==> src/rtl/fcil_pkg.sv <==
// ----------------------------------------------------------------------------
// fcil_pkg: shared types and constants for the Fibonacci capacity list
// Holds the store depth, field widths, operation and status codes, and the
// structs that travel between the controller and the row of cells.
// ----------------------------------------------------------------------------
`default_nettype none

package fcil_pkg;

  // physical store depth and derived widths
  localparam int DEPTH  = 64;
  localparam int IDX_W  = $clog2(DEPTH);
  localparam int CNT_W  = 7;
  localparam int DATA_W = 32;

  // read reduction: cells are OR-ed in groups, group results are registered
  localparam int GROUPS = 8;
  localparam int GRP_SZ = DEPTH / GROUPS;

  // operation codes
  localparam logic [1:0] OP_PUSH   = 2'd0;
  localparam logic [1:0] OP_INSERT = 2'd1;
  localparam logic [1:0] OP_LOOKUP = 2'd2;
  localparam logic [1:0] OP_POP    = 2'd3;

  // status codes
  localparam logic [1:0] ST_OK    = 2'd0;
  localparam logic [1:0] ST_INDEX = 2'd1;
  localparam logic [1:0] ST_EMPTY = 2'd2;
  localparam logic [1:0] ST_FULL  = 2'd3;

  // per-transaction commands broadcast to every cell
  typedef struct packed {
    logic             ins_en;   // shift/load this cycle
    logic [CNT_W-1:0] pos;      // insert position
    logic [CNT_W-1:0] cnt;      // count before the insert
    logic             rd_en;    // a cell drives its entry onto the read OR
    logic [CNT_W-1:0] rd_addr;  // cell to read
  } cell_ctrl_t;

  // bookkeeping part of one result
  typedef struct packed {
    logic [1:0]       status;
    logic [CNT_W-1:0] count;
    logic [CNT_W-1:0] cap;
  } res_t;

endpackage

`default_nettype wire

==> src/rtl/fcil_cell.sv <==
// ----------------------------------------------------------------------------
// fcil_cell: one storage cell of the list
// Holds one entry; on insert it either loads the new value, takes its left
// neighbor's entry, or keeps its own. Drives its entry onto the read OR when
// addressed.
// ----------------------------------------------------------------------------
`default_nettype none

module fcil_cell (
  input  wire logic                        clk,
  input  wire logic [fcil_pkg::IDX_W-1:0]  cell_index,
  input  wire fcil_pkg::cell_ctrl_t        ctrl,
  input  wire logic [fcil_pkg::DATA_W-1:0] value,
  input  wire logic [fcil_pkg::DATA_W-1:0] left,
  output logic      [fcil_pkg::DATA_W-1:0] entry,
  output logic      [fcil_pkg::DATA_W-1:0] rd_data
);

  logic [fcil_pkg::CNT_W-1:0] my_pos;

  assign my_pos = fcil_pkg::CNT_W'(cell_index);

  // load at the insert point, shift up above it, hold elsewhere
  always_ff @(posedge clk) begin
    if (ctrl.ins_en) begin
      if (my_pos == ctrl.pos) begin
        entry <= value;
      end else if (my_pos > ctrl.pos && my_pos <= ctrl.cnt) begin
        entry <= left;
      end
    end
  end

  // drive the read OR only when addressed
  assign rd_data = (ctrl.rd_en && my_pos == ctrl.rd_addr) ? entry : '0;

endmodule

`default_nettype wire

==> src/rtl/fcil_ctrl.sv <==
// ----------------------------------------------------------------------------
// fcil_ctrl: count and Fibonacci capacity controller
// Decodes each transaction, checks range, empty and full conditions, steps
// the capacity, and issues the insert and read commands to the cells.
// ----------------------------------------------------------------------------
`default_nettype none

module fcil_ctrl (
  input  wire logic                       clk,
  input  wire logic                       rst,
  input  wire logic                       accept,
  input  wire logic [1:0]                 operation,
  input  wire logic [fcil_pkg::CNT_W-1:0] index,
  output fcil_pkg::cell_ctrl_t            ctrl,
  output fcil_pkg::res_t                  res
);

  localparam logic [fcil_pkg::CNT_W-1:0] DEPTH_C = fcil_pkg::CNT_W'(fcil_pkg::DEPTH);

  logic [fcil_pkg::CNT_W-1:0] stored_count, stored_count_next;
  logic [fcil_pkg::CNT_W-1:0] cap_current, cap_current_next;
  logic [fcil_pkg::CNT_W-1:0] cap_previous, cap_previous_next;
  logic [fcil_pkg::CNT_W-1:0] pos;
  logic [fcil_pkg::CNT_W-1:0] cnt_dec;
  logic [1:0]                 status;

  assign pos     = (operation == fcil_pkg::OP_PUSH) ? stored_count : index;
  assign cnt_dec = stored_count - fcil_pkg::CNT_W'(1);

  // decode one transaction
  always_comb begin
    stored_count_next = stored_count;
    cap_current_next  = cap_current;
    cap_previous_next = cap_previous;
    status            = fcil_pkg::ST_OK;
    ctrl.ins_en       = 1'b0;
    ctrl.pos          = pos;
    ctrl.cnt          = stored_count;
    ctrl.rd_en        = 1'b0;
    ctrl.rd_addr      = index;
    case (operation)
      fcil_pkg::OP_PUSH, fcil_pkg::OP_INSERT: begin
        if (pos > stored_count) begin
          status = fcil_pkg::ST_INDEX;
        end else if (stored_count >= DEPTH_C) begin
          status = fcil_pkg::ST_FULL;
        end else begin
          ctrl.ins_en       = accept;
          stored_count_next = stored_count + fcil_pkg::CNT_W'(1);
          if (stored_count_next > cap_current) begin
            cap_current_next  = cap_current + cap_previous;
            cap_previous_next = cap_current;
          end
        end
      end
      fcil_pkg::OP_LOOKUP: begin
        if (index >= stored_count) begin
          status = fcil_pkg::ST_INDEX;
        end else begin
          ctrl.rd_en = 1'b1;
        end
      end
      fcil_pkg::OP_POP: begin
        if (stored_count == '0) begin
          status = fcil_pkg::ST_EMPTY;
        end else begin
          ctrl.rd_en        = 1'b1;
          ctrl.rd_addr      = cnt_dec;
          stored_count_next = cnt_dec;
          if (cap_current >= cap_previous &&
              cnt_dec < (cap_current - cap_previous)) begin
            cap_current_next  = cap_previous;
            cap_previous_next = cap_current - cap_previous;
          end
        end
      end
      default: begin
        status = fcil_pkg::ST_OK;
      end
    endcase
  end

  assign res.status = status;
  assign res.count  = stored_count_next;
  assign res.cap    = cap_current_next;

  // hold count and capacity, advance on each accepted transaction
  always_ff @(posedge clk) begin
    if (rst) begin
      stored_count <= '0;
      cap_current  <= fcil_pkg::CNT_W'(1);
      cap_previous <= fcil_pkg::CNT_W'(1);
    end else if (accept) begin
      stored_count <= stored_count_next;
      cap_current  <= cap_current_next;
      cap_previous <= cap_previous_next;
    end
  end

endmodule

`default_nettype wire

==> src/rtl/fibonacci_capacity_insert_list.sv <==
// Results: a taken start is registered in stage one, then in stage two, which strobes done.
// Throughput: one transaction per cycle; busy stays low, the row of cells
//   shifts the entries above the insert point in the cycle of the insert and the read OR is split
//   over two register stages.
// Reset: rst clears the count to zero and the capacity pair to (1, 1);
//   stored entries are not cleared. Results are strobed and cannot be stalled.
`default_nettype none

module fibonacci_capacity_insert_list (
  input  wire logic                        clk,
  input  wire logic                        rst,
  input  wire logic                        start,
  output logic                             busy,
  input  wire logic [1:0]                  operation,
  input  wire logic [fcil_pkg::DATA_W-1:0] value,
  input  wire logic [fcil_pkg::CNT_W-1:0]  index,
  output logic                             done,
  output logic      [1:0]                  status,
  output logic      [fcil_pkg::DATA_W-1:0] data,
  output logic      [fcil_pkg::CNT_W-1:0]  item_count,
  output logic      [fcil_pkg::CNT_W-1:0]  capacity_now
);

  logic                        accept;
  fcil_pkg::cell_ctrl_t        ctrl;
  fcil_pkg::res_t              res;
  logic [fcil_pkg::DATA_W-1:0] entry   [fcil_pkg::DEPTH];
  logic [fcil_pkg::DATA_W-1:0] cell_rd [fcil_pkg::DEPTH];
  logic [fcil_pkg::DATA_W-1:0] part_next [fcil_pkg::GROUPS];
  logic [fcil_pkg::DATA_W-1:0] part      [fcil_pkg::GROUPS];
  logic [fcil_pkg::DATA_W-1:0] data_next;
  logic                        valid1;
  fcil_pkg::res_t              res1;

  assign busy   = 1'b0;
  assign accept = start && !busy;

  fcil_ctrl u_ctrl (
    .clk       (clk),
    .rst       (rst),
    .accept    (accept),
    .operation (operation),
    .index     (index),
    .ctrl      (ctrl),
    .res       (res)
  );

  // row of cells, each fed by its left neighbor
  for (genvar i = 0; i < fcil_pkg::DEPTH; i++) begin : g_cell
    fcil_cell u_cell (
      .clk        (clk),
      .cell_index (fcil_pkg::IDX_W'(i)),
      .ctrl       (ctrl),
      .value      (value),
      .left       ((i == 0) ? '0 : entry[(i == 0) ? 0 : i - 1]),
      .entry      (entry[i]),
      .rd_data    (cell_rd[i])
    );
  end

  // first level of the read OR, one term per group
  always_comb begin
    for (int g = 0; g < fcil_pkg::GROUPS; g++) begin
      part_next[g] = '0;
      for (int k = 0; k < fcil_pkg::GRP_SZ; k++) begin
        part_next[g] = part_next[g] | cell_rd[g * fcil_pkg::GRP_SZ + k];
      end
    end
  end

  // second level of the read OR
  always_comb begin
    data_next = '0;
    for (int g = 0; g < fcil_pkg::GROUPS; g++) begin
      data_next = data_next | part[g];
    end
  end

  // stage one: capture bookkeeping and group ORs
  always_ff @(posedge clk) begin
    if (rst) begin
      valid1 <= 1'b0;
    end else begin
      valid1 <= accept;
    end
    res1 <= res;
    part <= part_next;
  end

  // stage two: strobe the result
  always_ff @(posedge clk) begin
    if (rst) begin
      done <= 1'b0;
    end else begin
      done <= valid1;
    end
    status       <= res1.status;
    item_count   <= res1.count;
    capacity_now <= res1.cap;
    data         <= data_next;
  end

endmodule

`default_nettype wire

==> config.mk <==
export PLATFORM = sky130hd
export DESIGN_NAME = fibonacci_capacity_insert_list
export DESIGN_NICKNAME = d
export VERILOG_FILES = /design/src/rtl/fcil_pkg.sv /design/src/rtl/fcil_cell.sv /design/src/rtl/fcil_ctrl.sv /design/src/rtl/fibonacci_capacity_insert_list.sv
export SDC_FILE = /design/constraint.sdc
export NUM_CORES = 2
export LEC_CHECK = 0
export BUFFER_PORTS_ARGS = -buffer_cell sky130_fd_sc_hd__buf_4
export CORE_MARGIN = 5
export CORE_UTILIZATION = 31
export DETAILED_ROUTE_END_ITERATION = 16
export PLACE_DENSITY_LB_ADDON = 0.3
export SETUP_SLACK_MARGIN = 0.2
export SLEW_MARGIN = 20
export SYNTH_ARGS = -nofsm -noshare
export SYNTH_HDL_FRONTEND = slang
export SYNTH_SLANG_ARGS = --single-unit
==> constraint.sdc <==
create_clock -name clk -period 9.1 [get_ports clk]
set_clock_uncertainty 0.2 [all_clocks]
set_input_delay 0.91 -clock clk [delete_from_list [all_inputs] [get_ports clk]]
set_output_delay 0.91 -clock clk [all_outputs]
set_load 0.01 [all_outputs]
* Word-level counts from Yosys, hierarchy flattened *
Index checks and enable logic that the tools add are counted.

operators by class
  $add $sub $neg = 4
  order comparisons = 134
  equal/unequal tests = 134
  muxes and demuxes = 221
  bitwise gates (word level) = 63
  reduce and logical (&&, ||, !) cells = 264

operator list
  operator            number
  $mux 32             192
  $or 32x32->32       63
  $eq 6x7->1 const A  64
  $eq 5x7->1 const A  32
  $gt 6x7->1 const A  32
  $le 6x7->1 const A  32
  $reduce_bool 2->1   65
  $logic_and 1x1->1   129
  $reduce_and 2->1    64
  $eq 4x7->1 const A  16
  $gt 5x7->1 const A  16
  $le 5x7->1 const A  16
  $mux 7              15
  $eq 3x7->1 const A  8
  $gt 4x7->1 const A  8
  $le 4x7->1 const A  8
  $pmux 7 s2          3
  $eq 2x7->1 const A  4
  $gt 3x7->1 const A  4
  $le 3x7->1 const A  4
  $logic_not 7->1     3
  $eq 1x7->1 const A  2
  $ge 7x7->1          2
  $gt 1x7->1 const A  2
  other kinds (22)    36

word-level totals
  flip-flop bits (word level) = 2,391
  output and inout bits = 50
  word-level logic and storage cells = 904

* Logic depth before layout (Yosys ltp) *
  word-level depth = 13
  mapped depth = 15

* Hierarchy *
A second synthesis with hierarchy kept.

second synthesis, totals
  cells, all modules = 11,557
  area, all modules = 149,975.1 µm²

modules (own cells, without submodules)
  module                              instances  cells an instance  area an instance (µm²)  seq. area each (µm²)
  fcil_cell at g_cell[0].u_cell ...   34         156                2,122.0                 960.9
  fcil_cell at g_cell[40].u_cell ...  30         156                2,125.8                 960.9
  fibonacci_capacity_insert_list      1          1,191              11,158.2                6,446.2
  fcil_ctrl                           1          382                2,894.0                 420.4

* Least setup slack after synthesis *
No wires, ideal clock.

  path type = input port to flip-flop
  start = input port operation[1]
  end = register g_cell[24].u_cell.entry[0] (netlist bit) (enable)
  library setup time = 513 ps
  arrival time = 6,780 ps
  slack = 1,607 ps
  stages = 12
  buffers on the path = 2
  cell sequence = nor2_4 mux2i_1 inv_2 buf_2 buf_1 ha_1 nand2_1 nor3_1 a22oi_1 nand2_1 nand2_1 nor4b_1

between the ends
  longest elaborated chain between the ends = 6
  elaborated cells between the ends (all ways) = 12
  classes of those cells = order compare (2); eq/ne (2); mux (3); reduce/logical (5)

ends and longest elaborated chain
  what                                                line                                  source
  start, declared                                     fibonacci_capacity_insert_list.sv:14  input wire logic [1:0] operation,
  $logic_not 2->1                                     fcil_ctrl.sv:27, fcil_ctrl.sv:41
  $mux 7                                              fcil_ctrl.sv:27                       assign pos = (operation == fcil_pkg::OP_PUSH) ? stored_count : index;
  $gt 7x7->1 / $gt 5x7->1 (equally long branches)     fcil_ctrl.sv:43, fcil_cell.sv:28
  $mux 1 / $logic_and 1x1->1 (equally long branches)  fcil_ctrl.sv:43, fcil_cell.sv:28
  $mux 1 / $reduce_bool 2->1 (equally long branches)  -
  $reduce_and 2->1 (no source line) (*)               -
  end signal, assigned                                fcil_cell.sv:27                       entry <= value;
  end signal, assigned                                fcil_cell.sv:29                       entry <= left;
  end, declared                                       fcil_cell.sv:15                       output logic [fcil_pkg::DATA_W-1:0] entry,

Mark *: on every way between the ends. The rest lies on a longest branch, timed or not.
A chain may end at the register's enable or synchronous reset.

* Worst setup path in the final report *
  start = register u_ctrl.stored_count[4] (netlist bit)
  end = register g_cell[46].u_cell.entry[9] (netlist bit) (enable)

between the ends
  longest elaborated chain between the ends = 5
  elaborated cells between the ends (all ways) = 12
  classes of those cells = order compare (4); eq/ne (1); mux (4); reduce/logical (3)

ends and longest elaborated chain
  what                                                line                              source
  start, declared                                     fcil_ctrl.sv:20                   logic [fcil_pkg::CNT_W-1:0] stored_count, stored_count_next;
  start signal, assigned                              fcil_ctrl.sv:94                   stored_count <= stored_count_next;
  $ge 7x7->1 / $mux 7 (equally long branches)         fcil_ctrl.sv:45, fcil_ctrl.sv:27
  $mux 1 (tied with other cells)                      fcil_ctrl.sv:45                   end else if (stored_count >= DEPTH_C) begin
  $mux 1 / $logic_and 1x1->1 (equally long branches)  fcil_ctrl.sv:43, fcil_cell.sv:28
  $mux 1 / $reduce_bool 2->1 (equally long branches)  -
  $reduce_and 2->1 (no source line) (*)               -
  end signal, assigned                                fcil_cell.sv:27
  end signal, assigned                                fcil_cell.sv:29
  end, declared                                       fcil_cell.sv:15

Marks and branches as above.

==> flow_summary.toml <==
[global_route]
grt_max_degree = 97
grt_util_met2_pct = 34.24
antenna_found_initial = 28
grt_pass1_wl_microns = 560400
gr-max-usage-layer = "met2"
grt_pass1_vias = 70040
overflow = 0
track_usage_pct = 21.11
grt_use_met1_pct = 27.65
grt_util_met3_pct = 3.389

[critical_path]
worst-path-max-fanout = 30
required_ps = 9470
startpoint = "u_ctrl.stored_count[4]$_SDFFE_PP0P_"
worstSetupPathType = "reg2reg"
reg2reg_from = "u_ctrl.stored_count[4]$_SDFFE_PP0P_"
cp-end-kind = "register"
arrival_ps = 6470
cp-start-kind = "register"

[synth]
synth_ff_type = "edfxtp_1"
yosysWarnings = 0
synthArstFlopShare_pct = 0
syn_area_sq_um = 109900
syn_inst = 7456
avgSynthCellArea_sq_um = 14.73
synth.distinct_cells = 84
ys_ff_latch = 2391
synth_edf_count = 2048
syn-num-nets = 7548
ys_seq_area_share_pct = 62.23

[floorplan]
design.die.area_sq_um = 366400
start_util_pct = 31.15
coreArea_sq_um = 352700
die_h_microns = 605.3
ios = 94
rows = 218
fp.dieW_microns = 605.3

[placement]
hpwl_microns = 251200
gp_congestion = 0.9478
port_buffers = 92

[clock_network]
clock_latency_ps = 910
cts_setup_buffers = 0
cts.sinks = 2391
cts_buffers = 274
cts_tree = "done"
htree_levels = 5
cts_root_buf = "clkbuf_16"
cts_resized = 0
holdBufCountCts = 0
cts_buffer_depth = 4
path_clk_slew_ps = 60

[layout]
area_growth_pct = 14.40
fillers = 33460
nets = 7397
layout_common_cells = "edfxtp_1 (2,048), mux2_2 (2,014), dfxtp_1 (343), nand2_1 (340), buf_4 (283)"
final_common_cell = "edfxtp_1"
drive_gt1_share_pct = 38.91

[status]
outcome = "complete, no violations"

[flow_run]
cap_violations = 0

[pwr]
p_int_mw = 19.05
ir_drop_mv = 0.1247
pwr-share-clk_pct = 44.8
power_frac_seq_pct = 47.9
switching_share_pct = 24.21
power_switching_mw = 6.087
p_comb_share_pct = 7.3
pwr_density_cell_nw_per_um2 = 200.1
p_leak_nw = 39.78

[sta]
period_share_pct = 67.01
report.final.slew_viol_count = 0
rsz0062_at_grt = "false"
min_period_ps = 6098
max_freq_ghz = 0.1640
finalSetupTns_ps = 0
holdWs_ps = 125.8
worst_pin_slew_ps = 1299
maxSlewHeadroom_pct = 12.69
setup_viol = 0
hold_viol = 0

[route]
dr.pass1.iters = 10
vias = 71420
wl_per_cell_microns = 32.87
drc = 0
ant_nets = 0
wirelength_microns = 403300
first_iter_violations = 9758
viasPerCell = 5.821

[min_path]
hp-start = "res1[9]$_DFF_P_"
hold_class = "reg2reg"
[state kept, by name, summed over array words and instances, names as in the netlist]
| signal | flops |
|---|---|
| status | 2 |
| u_ctrl.stored_count | 7 |
| u_ctrl.cap_current | 7 |
| item_count | 7 |
| part | 256 |
| valid1 | 1 |
| capacity_now | 7 |
| g_cell.u_cell.entry | 2048 |
| res1 | 16 |
| data | 32 |
| done | 1 |
| u_ctrl.cap_previous | 7 |
[power by group through the flow]
stage / Clock, mW / Combinational [mW] / Sequential (mW)
6_report: 11.3 / 1.85 / 12.0
5_1_grt: 11.9 / 1.94 / 12.0
4_1_cts: 11.4 / 1.82 / 12.0
3_5_place_dp: 0 / 1.82 / 12.3
3_3_place_gp: 0 / 1.81 / 12.3
2_1_floorplan: 0 / 0.995 / 12.2
[critical path: stages (launching register included)]
cell and delay [ps]:
dfxtp_1 370, buf_4 260, mux2i_2 590, inv_1 400
ha_1 410, nand3_1 120, nor3_1 490, a22oi_1 210
nand2_1 390, nand2_4 570, buf_4 580, a21oi_4 730
buf_4 390
[layout make-up]
cell class                 count  area, sq um  share of cell area (%)
antenna                       13        32.53                 0.02589
clock inverter               117         1333                   1.060
inverter                      46        172.7                  0.1374
timing repair buffer         301         2537                   2.019
tap                         4730         5918                   4.709
sequential                  2391        68370                   54.40
clock buffer                 380         7704                   6.130
multi-input combinational   4291        39610                   31.52
[per-layer routing]
metal | wire, microns | share of wire (%)
met3 | 34000 | 8.4
met1 | 158600 | 39
met2 | 188800 | 47
met4 | 21790 | 5.4
met5 | 13 | 0.0032
[final timing paths]
kind	slack [ps]	depth (start not counted)	end
min	130	0	item_count[2]$_DFF_P_
max	3000	12	g_cell[46].u_cell.entry[9]$_DFFE_PP_
min reg2reg	130	0	item_count[2]$_DFF_P_
max reg2reg	3000	12	g_cell[46].u_cell.entry[9]$_DFFE_PP_
[synth_stat cells, types with 106 or more instances]
cell type,n,share of area [%]
clkbuf_1,417,1.4
edfxtp_1,2048,56
o21ai_0,106,0.48
mux2_2,2014,21
a22oi_1,160,1.1
a21oi_1,139,0.63
buf_2,208,0.95
a221oi_1,131,1.0
nor2_1,127,0.43
dfxtp_1,343,6.3
a31oi_1,150,0.85
a222oi_1,282,2.6
nand2_1,359,1.2
a22o_1,183,1.5
[cells by family after synthesis]
group | Yosys count | synth area share, %
fa+ha+maj | 49 | 0.5695
simple gates | 830 | 3.569
buf+inv | 774 | 2.933
mux | 2027 | 20.78
other cells | 1 | 0.003414
xor+xnor | 17 | 0.1355
compound gates | 1367 | 9.780
flops | 2391 | 62.23
[stage by stage]
| step | cell area, sq um | power, mW | util, % | cells | setup slack [ps] |
|---|---|---|---|---|---|
| CTS | 125400 | 25.30 | 35.56 | 12250 | 3137 |
| global route | 125600 | 25.87 | 35.63 | 12260 | 2835 |
| global placement | 116300 | 14.07 | 32.97 | 11750 | 2207 |
| floorplan | 109900 | 13.22 | - | 7456 | 1607 |
| detailed placement | 116400 | 14.08 | 33.00 | 11750 | 2294 |
| finish | 125700 | 25.14 | 35.63 | 12270 | 3002 |
(Power assumes the default switching activity.)
